File: src/rtl/u8d_pkg.sv
// Shared types, constants and byte classifier for the UTF-8 decoder.
`default_nettype none

package u8d_pkg;

    localparam int CP_W = 21;

    localparam logic [CP_W-1:0] REPL_RESET = 21'h00FFFD;

    // Byte classes
    localparam logic [2:0] CLS_ASCII   = 3'd0;
    localparam logic [2:0] CLS_CONT    = 3'd1;
    localparam logic [2:0] CLS_LEAD2   = 3'd2;
    localparam logic [2:0] CLS_LEAD3   = 3'd3;
    localparam logic [2:0] CLS_LEAD4   = 3'd4;
    localparam logic [2:0] CLS_INVALID = 3'd5;

    typedef logic [2:0] byte_class_t;

    typedef struct packed {
        logic [CP_W-1:0] code_point;
        logic            is_error;
        logic            last;
    } result_t;

    // Results caused by one item: count is 0, 1 or 2.
    typedef struct packed {
        logic [1:0] count;
        result_t    r0;
        result_t    r1;
    } step_t;

    function automatic byte_class_t classify(input logic [7:0] b);
        byte_class_t cls;
        if (b <= 8'h7F)
            cls = CLS_ASCII;
        else if (b <= 8'hBF)
            cls = CLS_CONT;
        else if (b <= 8'hDF)
            cls = CLS_LEAD2;
        else if (b <= 8'hEF)
            cls = CLS_LEAD3;
        else if (b <= 8'hF7)
            cls = CLS_LEAD4;
        else
            cls = CLS_INVALID;
        return cls;
    endfunction

endpackage

`default_nettype wire

File: src/rtl/u8d_decode.sv
// Sequence state and per-byte decode into up to two results.
`default_nettype none

module u8d_decode (
    input  wire logic                      clk,
    input  wire logic                      rst_n,
    input  wire logic                      step,
    input  wire logic [7:0]                data_byte,
    input  wire logic                      is_end,
    input  wire logic [u8d_pkg::CP_W-1:0]  repl,
    output u8d_pkg::step_t                 res
);

    logic [u8d_pkg::CP_W-1:0] acc_reg;
    logic [u8d_pkg::CP_W-1:0] acc_next;
    logic [1:0]               pend_reg;
    logic [1:0]               pend_next;
    logic [u8d_pkg::CP_W-1:0] acc_shift;
    logic [1:0]               pend_dec;
    u8d_pkg::byte_class_t     cls;
    u8d_pkg::result_t         err_last;
    u8d_pkg::result_t         byte_last;

    assign cls       = u8d_pkg::classify(data_byte);
    assign acc_shift = {acc_reg[u8d_pkg::CP_W-7:0], data_byte[5:0]};
    assign pend_dec  = pend_reg - 2'd1;
    assign err_last  = '{code_point: repl, is_error: 1'b1, last: 1'b1};
    assign byte_last = '{code_point: {{(u8d_pkg::CP_W-8){1'b0}}, data_byte},
                         is_error: 1'b0, last: 1'b1};

    always_comb
    begin
        acc_next  = acc_reg;
        pend_next = pend_reg;
        res.count = 2'd0;
        res.r0    = err_last;
        res.r1    = byte_last;
        if (is_end)
        begin
            pend_next = 2'd0;
            if (pend_reg != 2'd0)
                res.count = 2'd1;
        end
        else
        begin
            unique case (cls)
                u8d_pkg::CLS_ASCII:
                begin
                    pend_next = 2'd0;
                    if (pend_reg != 2'd0)
                    begin
                        res.count     = 2'd2;
                        res.r0.last   = 1'b0;
                    end
                    else
                    begin
                        res.count = 2'd1;
                        res.r0    = byte_last;
                    end
                end
                u8d_pkg::CLS_CONT:
                begin
                    res.count = 2'd1;
                    if (pend_reg != 2'd0)
                    begin
                        acc_next  = acc_shift;
                        pend_next = pend_dec;
                        if (pend_dec != 2'd0)
                            res.count = 2'd0;
                        res.r0 = '{code_point: acc_shift, is_error: 1'b0, last: 1'b1};
                    end
                end
                u8d_pkg::CLS_LEAD2:
                begin
                    pend_next = 2'd1;
                    acc_next  = {{(u8d_pkg::CP_W-5){1'b0}}, data_byte[4:0]};
                end
                u8d_pkg::CLS_LEAD3:
                begin
                    pend_next = 2'd2;
                    acc_next  = {{(u8d_pkg::CP_W-4){1'b0}}, data_byte[3:0]};
                end
                u8d_pkg::CLS_LEAD4:
                begin
                    pend_next = 2'd3;
                    acc_next  = {{(u8d_pkg::CP_W-3){1'b0}}, data_byte[2:0]};
                end
                default:
                begin
                    // invalid lead (0xF8 and up)
                    pend_next = 2'd0;
                    res.count = 2'd1;
                end
            endcase
        end
    end

    always_ff @(posedge clk or negedge rst_n)
    begin
        if (!rst_n)
        begin
            acc_reg  <= '0;
            pend_reg <= 2'd0;
        end
        else if (step)
        begin
            acc_reg  <= acc_next;
            pend_reg <= pend_next;
        end
    end

endmodule

`default_nettype wire

File: src/rtl/u8d_out_buf.sv
// Two-slot result register feeding the output channel.
`default_nettype none

module u8d_out_buf (
    input  wire logic             clk,
    input  wire logic             rst_n,
    input  wire logic             load,
    input  wire u8d_pkg::step_t   res,
    input  wire logic             out_stall,
    output logic                  can_load,
    output logic                  out_valid,
    output u8d_pkg::result_t      head
);

    logic [1:0]       cnt_reg;
    logic [1:0]       cnt_next;
    u8d_pkg::result_t slot0_reg;
    u8d_pkg::result_t slot0_next;
    u8d_pkg::result_t slot1_reg;
    u8d_pkg::result_t slot1_next;
    logic             pop;

    assign out_valid = (cnt_reg != 2'd0);
    assign head      = slot0_reg;
    assign pop       = out_valid && !out_stall;
    // room only when the buffer is empty or drains this cycle
    assign can_load  = (cnt_reg == 2'd0) || ((cnt_reg == 2'd1) && !out_stall);

    always_comb
    begin
        cnt_next   = cnt_reg;
        slot0_next = slot0_reg;
        slot1_next = slot1_reg;
        if (load)
        begin
            cnt_next   = res.count;
            slot0_next = res.r0;
            slot1_next = res.r1;
        end
        else if (pop)
        begin
            cnt_next   = cnt_reg - 2'd1;
            slot0_next = slot1_reg;
        end
    end

    always_ff @(posedge clk or negedge rst_n)
    begin
        if (!rst_n)
            cnt_reg <= 2'd0;
        else
            cnt_reg <= cnt_next;
    end

    always_ff @(posedge clk)
    begin
        slot0_reg <= slot0_next;
        slot1_reg <= slot1_next;
    end

endmodule

`default_nettype wire

File: src/rtl/utf8_to_codepoint_decoder.sv
// Top level of the UTF-8 byte stream to code point decoder.
//
//  channel | direction | handshake            | payload
//  --------+-----------+----------------------+---------------------------------
//  in      | to block  | in_valid / in_stall  | data_byte, is_end
//  out     | from block| out_valid / out_stall| code_point, is_error, last
//  cfg     | to block  | cfg_we               | cfg_wdata (replacement char)
//
// An item is decoded in the cycle it is accepted; its results appear on out
// in the next cycle. One item per cycle while out keeps taking results.
// An item that yields two results (error plus ASCII byte) holds the input
// off while the second result drains.
// in_stall follows the two-slot result register and out_stall combinationally.
// Reset clears the sequence state and restores the replacement char to U+FFFD.
`default_nettype none

module utf8_to_codepoint_decoder (
    input  wire logic                      clk,
    input  wire logic                      rst_n,
    // configuration
    input  wire logic                      cfg_we,
    input  wire logic [u8d_pkg::CP_W-1:0]  cfg_wdata,
    // byte input
    input  wire logic                      in_valid,
    output logic                           in_stall,
    input  wire logic [7:0]                data_byte,
    input  wire logic                      is_end,
    // code point output
    output logic                           out_valid,
    input  wire logic                      out_stall,
    output logic [u8d_pkg::CP_W-1:0]       code_point,
    output logic                           is_error,
    output logic                           last
);

    logic [u8d_pkg::CP_W-1:0] repl_reg;
    logic                     accept;
    logic                     can_load;
    u8d_pkg::step_t           res;
    u8d_pkg::result_t         head;

    // replacement char register
    always_ff @(posedge clk or negedge rst_n)
    begin
        if (!rst_n)
            repl_reg <= u8d_pkg::REPL_RESET;
        else if (cfg_we)
            repl_reg <= cfg_wdata;
    end

    assign in_stall = !can_load;
    assign accept   = in_valid && can_load;

    u8d_decode u_decode (
        .clk       (clk),
        .rst_n     (rst_n),
        .step      (accept),
        .data_byte (data_byte),
        .is_end    (is_end),
        .repl      (repl_reg),
        .res       (res)
    );

    u8d_out_buf u_out_buf (
        .clk       (clk),
        .rst_n     (rst_n),
        .load      (accept),
        .res       (res),
        .out_stall (out_stall),
        .can_load  (can_load),
        .out_valid (out_valid),
        .head      (head)
    );

    assign code_point = head.code_point;
    assign is_error   = head.is_error;
    assign last       = head.last;

endmodule

`default_nettype wire

File: config.mk
export PLATFORM = sky130hd
export DESIGN_NAME = utf8_to_codepoint_decoder
export DESIGN_NICKNAME = d
export VERILOG_FILES = /design/src/rtl/u8d_pkg.sv /design/src/rtl/u8d_decode.sv /design/src/rtl/u8d_out_buf.sv /design/src/rtl/utf8_to_codepoint_decoder.sv
export SDC_FILE = /design/constraint.sdc
export NUM_CORES = 1
export LEC_CHECK = 0
export BUFFER_PORTS_ARGS = -buffer_cell sky130_fd_sc_hd__buf_2
export CAP_MARGIN = 20
export CORE_UTILIZATION = 59
export DETAILED_ROUTE_END_ITERATION = 12
export HOLD_SLACK_MARGIN = 0.03
export PLACE_DENSITY = 0.84
export SLEW_MARGIN = 10
export SYNTH_ARGS = -nofsm -noshare
export SYNTH_HDL_FRONTEND = slang
export SYNTH_SLANG_ARGS = --single-unit
File: constraint.sdc
create_clock -name clk -period 3.45 [get_ports clk]
set_clock_uncertainty 0.05 [all_clocks]
set_input_delay 0 -clock clk [delete_from_list [all_inputs] [get_ports clk]]
set_output_delay 0 -clock clk [all_outputs]
set_load 0.03 [all_outputs]
==> results of run 1 <==
logic make-up after synthesis:
group | count (synthesis)
DFF | 71
and+or+nand+nor | 58
muxes | 44
AOI/OAI and AO/OA | 40
buffers and inverters | 32
adders and majority gates | 4
report_power, final:
group          leakage, nW  switching [mW]  internal, mW
combinational        0.919           0.675         0.349
sequential           0.754           0.125          1.22
clock                0.136           0.306         0.593
final timing paths:
kind | slack (ns) | from | endpoint | cells past startpoint
hold reg to reg | 0.46 | u_decode.pend_reg[1] | u_decode.pend_reg[1] | 1
max in group asynchronous | 2.55 | rst_n | u_out_buf.cnt_reg[1] | 2
min in group asynchronous | 0.26 | rst_n | repl_reg[17] | 2
setup / recovery | 1.00 | u_out_buf.cnt_reg[0] | u_out_buf.head[2] | 7
setup reg to reg | 1.00 | u_out_buf.cnt_reg[0] | u_out_buf.head[2] | 7
hold / removal | 0.05 | in_valid | u_out_buf.cnt_reg[0] | 3
synth_stat cells, drive strengths merged:
cell type	n
buf	5
a22oi	14
ha	4
edfxtp	31
dfrtp	25
or4	1
o21ai	6
o22ai	1
a22o	1
nor2b	3
a221oi	1
nor3	1
nor4b	2
a21oi	12
inv	19
a31oi	1
nand4b	1
nand2b	4
a21o	1
clkinv	1
nand3	4
mux2i	19
dfstp	15
mux2	25
clkbuf	7
o31ai	1
o311ai	1
a32o	1
nor3b	2
nor2	25
nand2	15
timing repair:
item	CTS	global route
gates resized for setup	0	0
hold endpoints to repair	62	0
hold buffers	31	0
final cells by class:
| class | count | area share (%) |
|---|---|---|
| Sequential cell | 71 | 47.26 |
| Multi-Input combinational cell | 146 | 26.64 |
| Timing Repair Buffer | 94 | 15.40 |
| Clock buffer | 11 | 3.668 |
| Clock inverter | 5 | 3.092 |
| Tap cell | 70 | 2.122 |
| Inverter | 20 | 1.819 |
placed cells by master (no fill, tap or decap), drive strengths merged:
master	count
nor2	25
dfrtp	25
o31ai	1
nor2b	3
clkinv	1
o21ai	6
inv	19
or4	1
clkinvlp	1
mux2i	19
a221oi	1
clkbuf	11
mux2	25
a31oi	1
nand2	15
buf	63
nand2b	4
dlygate4sd3	31
edfxtp	31
nand3	4
nor3	1
dfstp	15
o22ai	1
ha	4
a21o	1
bufinv	4
a32o	1
a22o	1
a22oi	14
a21oi	12
nand4b	1
o311ai	1
nor4b	2
nor3b	2
metal layers:
metal / vias to the layer above / wire (um)
met5: - / 0
met4: 0 / 124
met3: 10 / 213
met2: 63 / 3114
met1: 1093 / 2852
li1: 1072 / -
critical path, cell delays in order (launching register included):
cell	delay, ns
dfrtp_1	0.43
ha_1	0.23
nor2b_2	0.18
o21ai_4	0.44
clkinv_1	0.38
buf_4	0.31
nor2_1	0.11
a21oi_1	0.06
==> run metrics, run 1 <==
latest clock arrival within the worst-skew pair=around 0.35 ns; Slew Viols, Final=0; # fillers=between 300 and 400; global-route wire length before repair=around 10000 um; Pwr Total=3.267 mW; IO Port Bufs=just under 60; Die X=around 75 um; deepest clock path buffer count=2; Synth Area in Simple Gates=9.662%; cell area after layout=approximately 4100 um2; # DRC=0; non-filler instance count after layout=417; max reg flops=23; DR WL/cell=15.12 um; Reg area=1951 um2; num ports=60; RSZ-0062 raised after global routing=no; GRT Total Usage=between 20% and 30%; Highest Clock Rate=between 400 and 500 MHz; Synth area leader=edfxtp_1; setup_tns=0 ns; core area=5140 um2; post-synth top area share=29.22%; DIE HEIGHT=approximately 75 um; final setup violation count=0; GP Congestion=0.7741; row cnt=26; status=completed; complex-gate fraction of the synthesized area=roughly 8.5%; post-placement cell area=approximately 3500 um2; max-cap violations=0; busiest layer in global routing=met2; synthesized instance count=249; Final Core Density=about 80%; CP Class=reg2reg; CTS sink cnt=71; crit end category=flop; ANT cells=0; CP max FO=19; Post-Syn Nets=288; final hold slack=approximately 0.050 ns; GR Util met2=~40%; worst hold path type=in2reg; CTS H-tree depth=3; post-synth cell types=36; Synth Area in XOR/XNOR=0%; largest family of logic cells by synthesized area=multiplexers; multiplexer share of the synthesized area=14.81%; DRT iter0 DRCs=between 150 and 200; GRT Residual Overflow=0; GR Util met1=around a third; drt total wl=approximately 6300 um; crit path setup slack, layout=~1 ns; fin nets=roughly 380; Post-Syn Area=approximately 3200 um2; Initial Util=just over 60%; Via density=approximately 5.4; Post-CTS Setup Bufs=0; Synth area leaders=edfxtp_1 (29%), dfrtp_1 (20%), dfstp_2 (12%); fin crit period=about 2.4 ns; GRT met3 Usage=under 10%; fraction of layout cells with a size suffix above 1=around 36%; required time worst endpoint=about 3.5 ns; root buffer cell=clkbuf_8; worst slew pin tran=0.9056 ns; die area=around 5700 um2; synthesized-area fraction occupied by adder cells=around 1.6%; Leak=about 1.8 nW; syn_area_per_cell=12.79 um2; Seq/Total Area, Yosys=roughly three fifths; total iterations of the first detailed-routing run=4; PwrDens=about 790 nW/um2; DP Worst Slack=approximately 1 ns; Post-DP HPWL=3996 um; TritonCTS Buffers=9; clk slew on worst S/H paths=0.07 ns; TritonCTS clock tree=done; Setup crit start kind=flop; vias in the first global route=approximately 2,100; Tcrit/Tclk final=71.01%; maximum vdd ir drop=approximately 0.41 mV; max_slew headroom=about two fifths; Final Hold Vio Count=0; worst path arrival time=about 2.5 ns; Layout area overhead=29.58%; multi-input logic area=between 1000 and 1500 um2; pin count of the biggest net entering global routing=41; Ys Warns=0; Inst Count DP=370; post-route ant nets=0; Yosys reg bits=slightly above 70; antenna violations before repair=0; via count=2,238
No activity file was read; power rests on OpenSTA's default activity.
==> inputs of run 2 (changes only) <==
Settings changed: ABC_AREA from default to 1, CORE_UTILIZATION 59 to 50, PLACE_DENSITY 0.84 to 0.75.
Clock period 3.45 ns to 2 ns, I/O delays scaled along.
==> run 2 against run 1 <==
Against the previous run:
- the flow now finishes with violations (design-rule violations)
- sequential cell count stayed put
- highest routed layer unchanged
- via count rose by 27%
- hold slack improved by 0.031 ns
- combinational power is 79% higher
- wire length increased by 20%
- sequential power increased by 61%
- clock power rose by 22%
- synthesized cell count up 43%
==> run metrics, run 2 <==
Worst Setup SP=u_decode.pend_reg[0] (was u_out_buf.cnt_reg[0]); DIE HEIGHT=84.11 um (was 75.48 um); Highest Clock Rate=534.9 MHz (was 408.2 MHz); antenna violations before repair=0 (unchanged); final hold slack=0.08130 ns (was 0.04994 ns); core area=6422 um2 (was 5140 um2); max reg flops=23 (unchanged); Post-DP HPWL=5121 um (was 3996 um); DR WL/cell=14.11 um (was 15.12 um); hold path start=in_valid (unchanged); Leak=1.941 nW (was 1.808 nW); worst r2r src=u_decode.pend_reg[0] (was u_out_buf.cnt_reg[0]); GRT met3 Usage=5.242% (was 4.894%); DRT iter0 DRCs=218 (was 163); Seq/Total Area, Yosys=57.87% (was 61.23%); hold depth=4 (was 3); Final Hold Vio Count=0 (unchanged); Yosys reg bits=71 (unchanged); worst hold path type=in2reg (unchanged); Tcrit/Tclk final=93.47% (was 71.01%); worst slew pin tran=0.8681 ns (was 0.9056 ns); drt total wl=7549 um (was 6304 um); GR Util met1=31.19% (was 31.87%); fin nets=492 (was 381); num ports=60 (unchanged); TritonCTS Buffers=9 (unchanged); Synth area leaders=edfxtp_1 (28%), dfrtp_1 (19%), dfstp_2 (12%) (was edfxtp_1 (29%), dfrtp_1 (20%), dfstp_2 (12%)); Slew Viols, Final=0 (unchanged); post-synth cell types=30 (was 36); Layout area overhead=26.80% (was 29.58%); row cnt=29 (was 26); Post-CTS Setup Bufs=0 (unchanged); CTS sink cnt=71 (unchanged); fin crit period=1.869 ns (was 2.450 ns); number of synthesized flops with an enable pin=31 (unchanged); synthesized instance count=355 (was 249); GR Util met2=36.96% (was 39.68%); most frequent cells in the layout=nand2_1 (84), buf_2 (59), inv_1 (43) (was buf_2 (59), dlygate4sd3_1 (31), edfxtp_1 (31)); total iterations of the first detailed-routing run=9 (was 4); Top FF cell, synth=edfxtp_1 (unchanged); post-synth top area share=27.62% (was 29.22%); GP Congestion=0.8550 (was 0.7741); latest clock arrival within the worst-skew pair=0.35 ns (about the same); root buffer cell=clkbuf_8 (unchanged); TritonCTS clock tree=done (unchanged); Ys Warns=0 (unchanged); GRT Residual Overflow=0 (unchanged); PwrDens=1192 nW/um2 (was 791.4 nW/um2); Synth area leader=edfxtp_1 (unchanged); die area=7074 um2 (was 5697 um2); crit path cell chain=inv_1 -> ha_1 -> nor2_1 -> nor2_1 -> inv_1 -> nand2_1 -> o22ai_1 (was ha_1 -> nor2b_2 -> o21ai_4 -> clkinv_1 -> buf_4 -> nor2_1 -> a21oi_1); via count=2,833 (was 2,238); pin count of the biggest net entering global routing=38 (was 41); crit end category=flop (unchanged); CP max FO=8 (was 19); syn_area_per_cell=9.495 um2 (was 12.79 um2); GRT Total Usage=23.28% (was 24.63%); final setup violation count=0 (unchanged); global-route wire length before repair=12,680 um (was 9998 um); maximum vdd ir drop=0.5740 mV (was 0.4094 mV); Pwr Total=5.094 mW (was 3.267 mW); count leader, synth=nand2_1 (was edfxtp_1); CTS H-tree depth=3 (unchanged); busiest layer in global routing=met2 (unchanged); clk slew on worst S/H paths=0.07 ns (about the same); Synth top cells by count=nand2_1 (84), inv_1 (43), o21ai_0 (36) (was edfxtp_1 (31), dfrtp_1 (25), mux2_2 (25)); Worst path max stage delay=0.40 ns (was 0.44 ns); vias in the first global route=2,681 (was 2,135); Post-Syn Area=3371 um2 (was 3186 um2); # DRC=6 (was 0); Setup crit start kind=flop (unchanged); IO Port Bufs=59 (unchanged); RSZ-0062 raised after global routing=yes (was no); ANT cells=0 (unchanged); status=finished, violations left (was completed); Initial Util=52.48% (was 61.98%); violated checks=design-rule violations; commonest non-fill, non-tap cell in the layout=nand2_1 (was buf_2); Post-Syn Nets=394 (was 288); Reg2Reg Depth=7 (unchanged); asr flop ratio synth=56.34% (unchanged); slowest stage cell on the critical path=dfrtp_1 (was o21ai_4); max_slew headroom=42.12% (was 39.56%); worst path arrival time=1.91 ns (was 2.49 ns); deepest clock path buffer count=2 (unchanged); required time worst endpoint=2.04 ns (was 3.49 ns); fraction of layout cells with a size suffix above 1=29.26% (was 35.73%); post-route ant nets=0 (unchanged); Die X=84.11 um (was 75.48 um); CP Class=reg2reg (unchanged); Via density=5.295 (was 5.367); max-cap violations=0 (unchanged)
[run 2: cell count changes after synthesis, moves of 7 or more]
cell	before	now
nand2_1	15	84
o21ai_0	5	36
inv_1	19	43
mux2_2	25	5
mux2i_1	19	0
a22oi_1	14	0
o21ai_2	0	13
nand3_1	4	16
a21oi_1	12	20
nor2_1	24	17
o21ai_1	0	7
[run 2: timing repair]
action,in CTS,in global routing
endpoints found under the setup margin,0,11
endpoints found under the hold margin,62,0
hold buffers,31,0
resized for setup,0,1
[run 2: final cells by class]
cell class | count | area, um2
fill | 497 | 2148
sequential | 71 | 1951
multi-input combinational | 225 | 1192
timing repair buffer | 98 | 665.6
inverter | 48 | 181.4
clock buffer | 9 | 123.9
tap | 77 | 96.34
clock inverter | 7 | 63.81
[run 2: logic make-up after synthesis]
kind of cell	after synthesis	share of synthesized area [%]
AO/OA/AOI/OAI	85	14.81
adder cells (fa/ha/maj)	4	1.485
buffers and inverters	59	7.201
flip-flops	71	57.87
multiplexers	5	1.670
AND/OR/NAND/NOR	131	16.96
[run 2: power breakdown]
part | switching (mW) | internal, mW | leakage (nW)
sequential | 0.152 | 2.01 | 0.781
clock | 0.534 | 0.564 | 0.0941
combinational | 1.25 | 0.583 | 1.07
total | 1.94 | 3.16 | 1.94
[run 2: path summary, 6_finish.rpt]
path                                              to  slack (ns)
worst min register to register  u_decode.acc_reg[10]        0.43
worst min-delay path            u_out_buf.cnt_reg[0]        0.08
max in group asynchronous                repl_reg[2]        0.93
worst max register to register    u_out_buf.head[22]        0.13
min in group asynchronous               repl_reg[18]        0.27
worst max-delay path              u_out_buf.head[22]        0.13
[run 2: critical path, delay by kind of cell, from the launching register on]
family / cells / cell delay [ns]
compound gates: 1 / 0.09
fa+ha+maj: 1 / 0.25
buf+inv: 2 / 0.32
flops: 1 / 0.40
simple gates: 3 / 0.50
[run 2: stage by stage]
stage               cell area [um2]  utilization, %  setup TNS [ns]  setup WS, ns  instances
detailed placement             3769           58.68               0       0.09767        488
global route                   4274           66.55        -0.03689      -0.03689        535
floorplan                      3374               -               0        0.1976        355
CTS                            4267           66.43               0       0.07120        535
global placement               3769           58.68               0        0.1273        488
finish                         4274           66.55               0        0.1306        535
[run 2: per-layer routing]
layer  vias to the layer above  part of all wire, %
met5                         -                    0
met4                         0                  2.4
met3                        16                  4.4
met2                        84                   48
met1                      1368                   45
li1                       1365                    -
==> inputs of run 3 (changes only) <==
Settings changed: CTS_BUF_LIST from default to sky130_fd_sc_hd__clkbuf_16, PLACE_DENSITY 0.75 to 0.77, RECOVER_POWER from default to 50.
==> run 3 against run 2 <==
Against the previous run:
- the flow still finishes with violations (design-rule violations)
- first-iteration DRC count is 12% lower
- clock-buffer cell count stayed put
- global-route usage is 1.7 points higher
- via count stayed put
- non-clock buffer count is 2 lower
- design area is 1.0% higher
- fmax is 0.33% lower
- highest routed layer unchanged
==> run metrics, run 3 (synthesized netlist as in run 2, its figures left out) <==
routed length on met1=3624 um (was 3412 um); via count=2,833 (unchanged); Die X=84.11 um (unchanged); CP max FO=17 (was 8); fraction of layout cells with a size suffix above 1=21.27% (was 29.26%); worst path arrival time=1.99 ns (was 1.91 ns); Slew Viols, Final=0 (unchanged); latest clock arrival within the worst-skew pair=0.34 ns (was 0.35 ns); clk slew on worst S/H paths=0.05 ns (was 0.07 ns); Post-DP HPWL=5182 um (was 5121 um); fin nets=490 (was 492); cell area after layout=4318 um2 (was 4274 um2); Final Hold Vio Count=0 (unchanged); crit end category=flop (unchanged); Final Core Density=67.23% (was 66.55%); Worst path max stage delay=0.40 ns (about the same); GP Congestion=0.8516 (was 0.8550); max_slew headroom=31.91% (was 42.12%); final hold slack=0.04455 ns (was 0.08130 ns); wire length on met2=4087 um (was 3619 um); TritonCTS clock tree=done (unchanged); CTS H-tree depth=3 (unchanged); violated checks=design-rule violations (unchanged); DIE HEIGHT=84.11 um (unchanged); PwrDens=1263 nW/um2 (was 1192 nW/um2); post-route ant nets=0 (unchanged); # fillers=519 (was 497); RSZ-0062 raised after global routing=no (was yes); ANT cells=0 (unchanged); CTS sink cnt=71 (unchanged); required time worst endpoint=2.12 ns (was 2.04 ns); DR WL/cell=15.46 um (was 14.11 um); status=finished, violations left (unchanged); vias in the first global route=2,822 (was 2,681); Via density=5.315 (was 5.295); Leak=1.882 nW (was 1.941 nW); deepest clock path buffer count=2 (unchanged); setup_tns=0 ns (unchanged); worst slew pin tran=1.021 ns (was 0.8681 ns); GRT Residual Overflow=0 (unchanged); num ports=60 (unchanged); most frequent cells in the layout=nand2_1 (84), inv_1 (44), o21ai_0 (35) (was nand2_1 (84), buf_2 (59), inv_1 (43)); commonest non-fill, non-tap cell in the layout=nand2_1 (unchanged); Setup crit start kind=flop (unchanged); max reg flops=23 (unchanged); Layout area overhead=28.10% (was 26.80%); root buffer cell=clkbuf_16 (was clkbuf_8); IO Port Bufs=59 (unchanged); CP Class=reg2reg (unchanged); Pwr Total=5.454 mW (was 5.094 mW); pin count of the biggest net entering global routing=41 (was 38); total iterations of the first detailed-routing run=9 (unchanged); # DRC=4 (was 6); row cnt=29 (unchanged); Highest Clock Rate=533.2 MHz (was 534.9 MHz); Buffers & Inverters on Critical Path=3 (was 2); slowest stage cell on the critical path=dfrtp_1 (unchanged); GRT Total Usage=24.97% (was 23.28%); TritonCTS Buffers=9 (unchanged); top cell family by delay on the critical path=buffers and inverters (was simple AND/OR/NAND/NOR gates); max-cap violations=0 (unchanged); final setup violation count=0 (unchanged); highest metal layer with signal wires=met4 (unchanged); Tcrit/Tclk final=93.78% (was 93.47%); drt total wl=8238 um (was 7549 um); DRT iter0 DRCs=192 (was 218); core area=6422 um2 (unchanged); met3 WL=345 um (was 334 um); crit path cell chain=inv_1 -> ha_1 -> inv_2 -> a21boi_4 -> buf_4 -> nor2_1 -> a21oi_1 (was inv_1 -> ha_1 -> nor2_1 -> nor2_1 -> inv_1 -> nand2_1 -> o22ai_1); antenna violations before repair=0 (unchanged); fin crit period=1.876 ns (was 1.869 ns); worst hold path type=in2reg (unchanged); post-placement cell area=3766 um2 (was 3769 um2); global-route wire length before repair=13,460 um (was 12,680 um); Initial Util=52.48% (unchanged); die area=7074 um2 (unchanged); maximum vdd ir drop=0.6515 mV (was 0.5740 mV)
[run 3: power by group]
| group | internal (mW) | leakage (nW) | switching, mW |
|---|---|---|---|
| clock network | 0.821 | 0.144 | 0.593 |
| registers | 2.01 | 0.777 | 0.168 |
| logic | 0.556 | 0.961 | 1.31 |
| total | 3.39 | 1.88 | 2.07 |
[run 3: per-stage QoR]
stage	cells	setup WS (ns)
after floorplan	355	0.1976
after global placement	486	0.1935
after detailed placement	486	0.09520
after CTS	532	0.03621
after global routing	533	0.001962
final	533	0.1245
[run 3: path summary, 6_finish.rpt]
check                      slack (ns)  cells past startpoint                 start                    to
setup / recovery                 0.12                      7  u_out_buf.cnt_reg[0]     u_out_buf.head[2]
hold / removal                   0.04                      5                is_end  u_out_buf.cnt_reg[0]
setup reg to reg                 0.12                      7  u_out_buf.cnt_reg[0]     u_out_buf.head[2]
hold reg to reg                  0.44                      2   u_decode.acc_reg[3]   u_decode.acc_reg[3]
max in group asynchronous        0.95                      2                 rst_n  u_out_buf.cnt_reg[0]
min in group asynchronous        0.32                      2                 rst_n  u_decode.acc_reg[11]
[run 3: final cells by class]
cell class / count / area, um2 / share of cell area, %
flip-flops and latches: 71 / 1951 / 45.18
multi-input cells: 225 / 1201 / 27.82
repair buffers: 96 / 625.6 / 14.49
clock buffers: 9 / 225.2 / 5.216
inverters: 48 / 185.2 / 4.289
well taps: 77 / 96.34 / 2.231
clock inverters: 7 / 33.78 / 0.7824
[run 3: timing repair]
action	in CTS	in global routing
setup endpoints to repair	0	15
buffers inserted	0	1
hold buffers	30	0
resized for setup	0	4
endpoints found under the hold margin	61	0
[run 3: metal layers]
layer | track usage (%) | up-vias
met3 | 4.253 | 16
met1 | 31.62 | 1349
met5 | 0 | -
met2 | 41.95 | 101
li1 | - | 1367
met4 | 11.91 | 0
[run 3: tightest hold or removal path, cell delays in order]
cell and delay, ns:
buf_2 0.15, nand2_1 0.07, nand2_1 0.05, nand2_1 0.05, a21oi_1 0.06
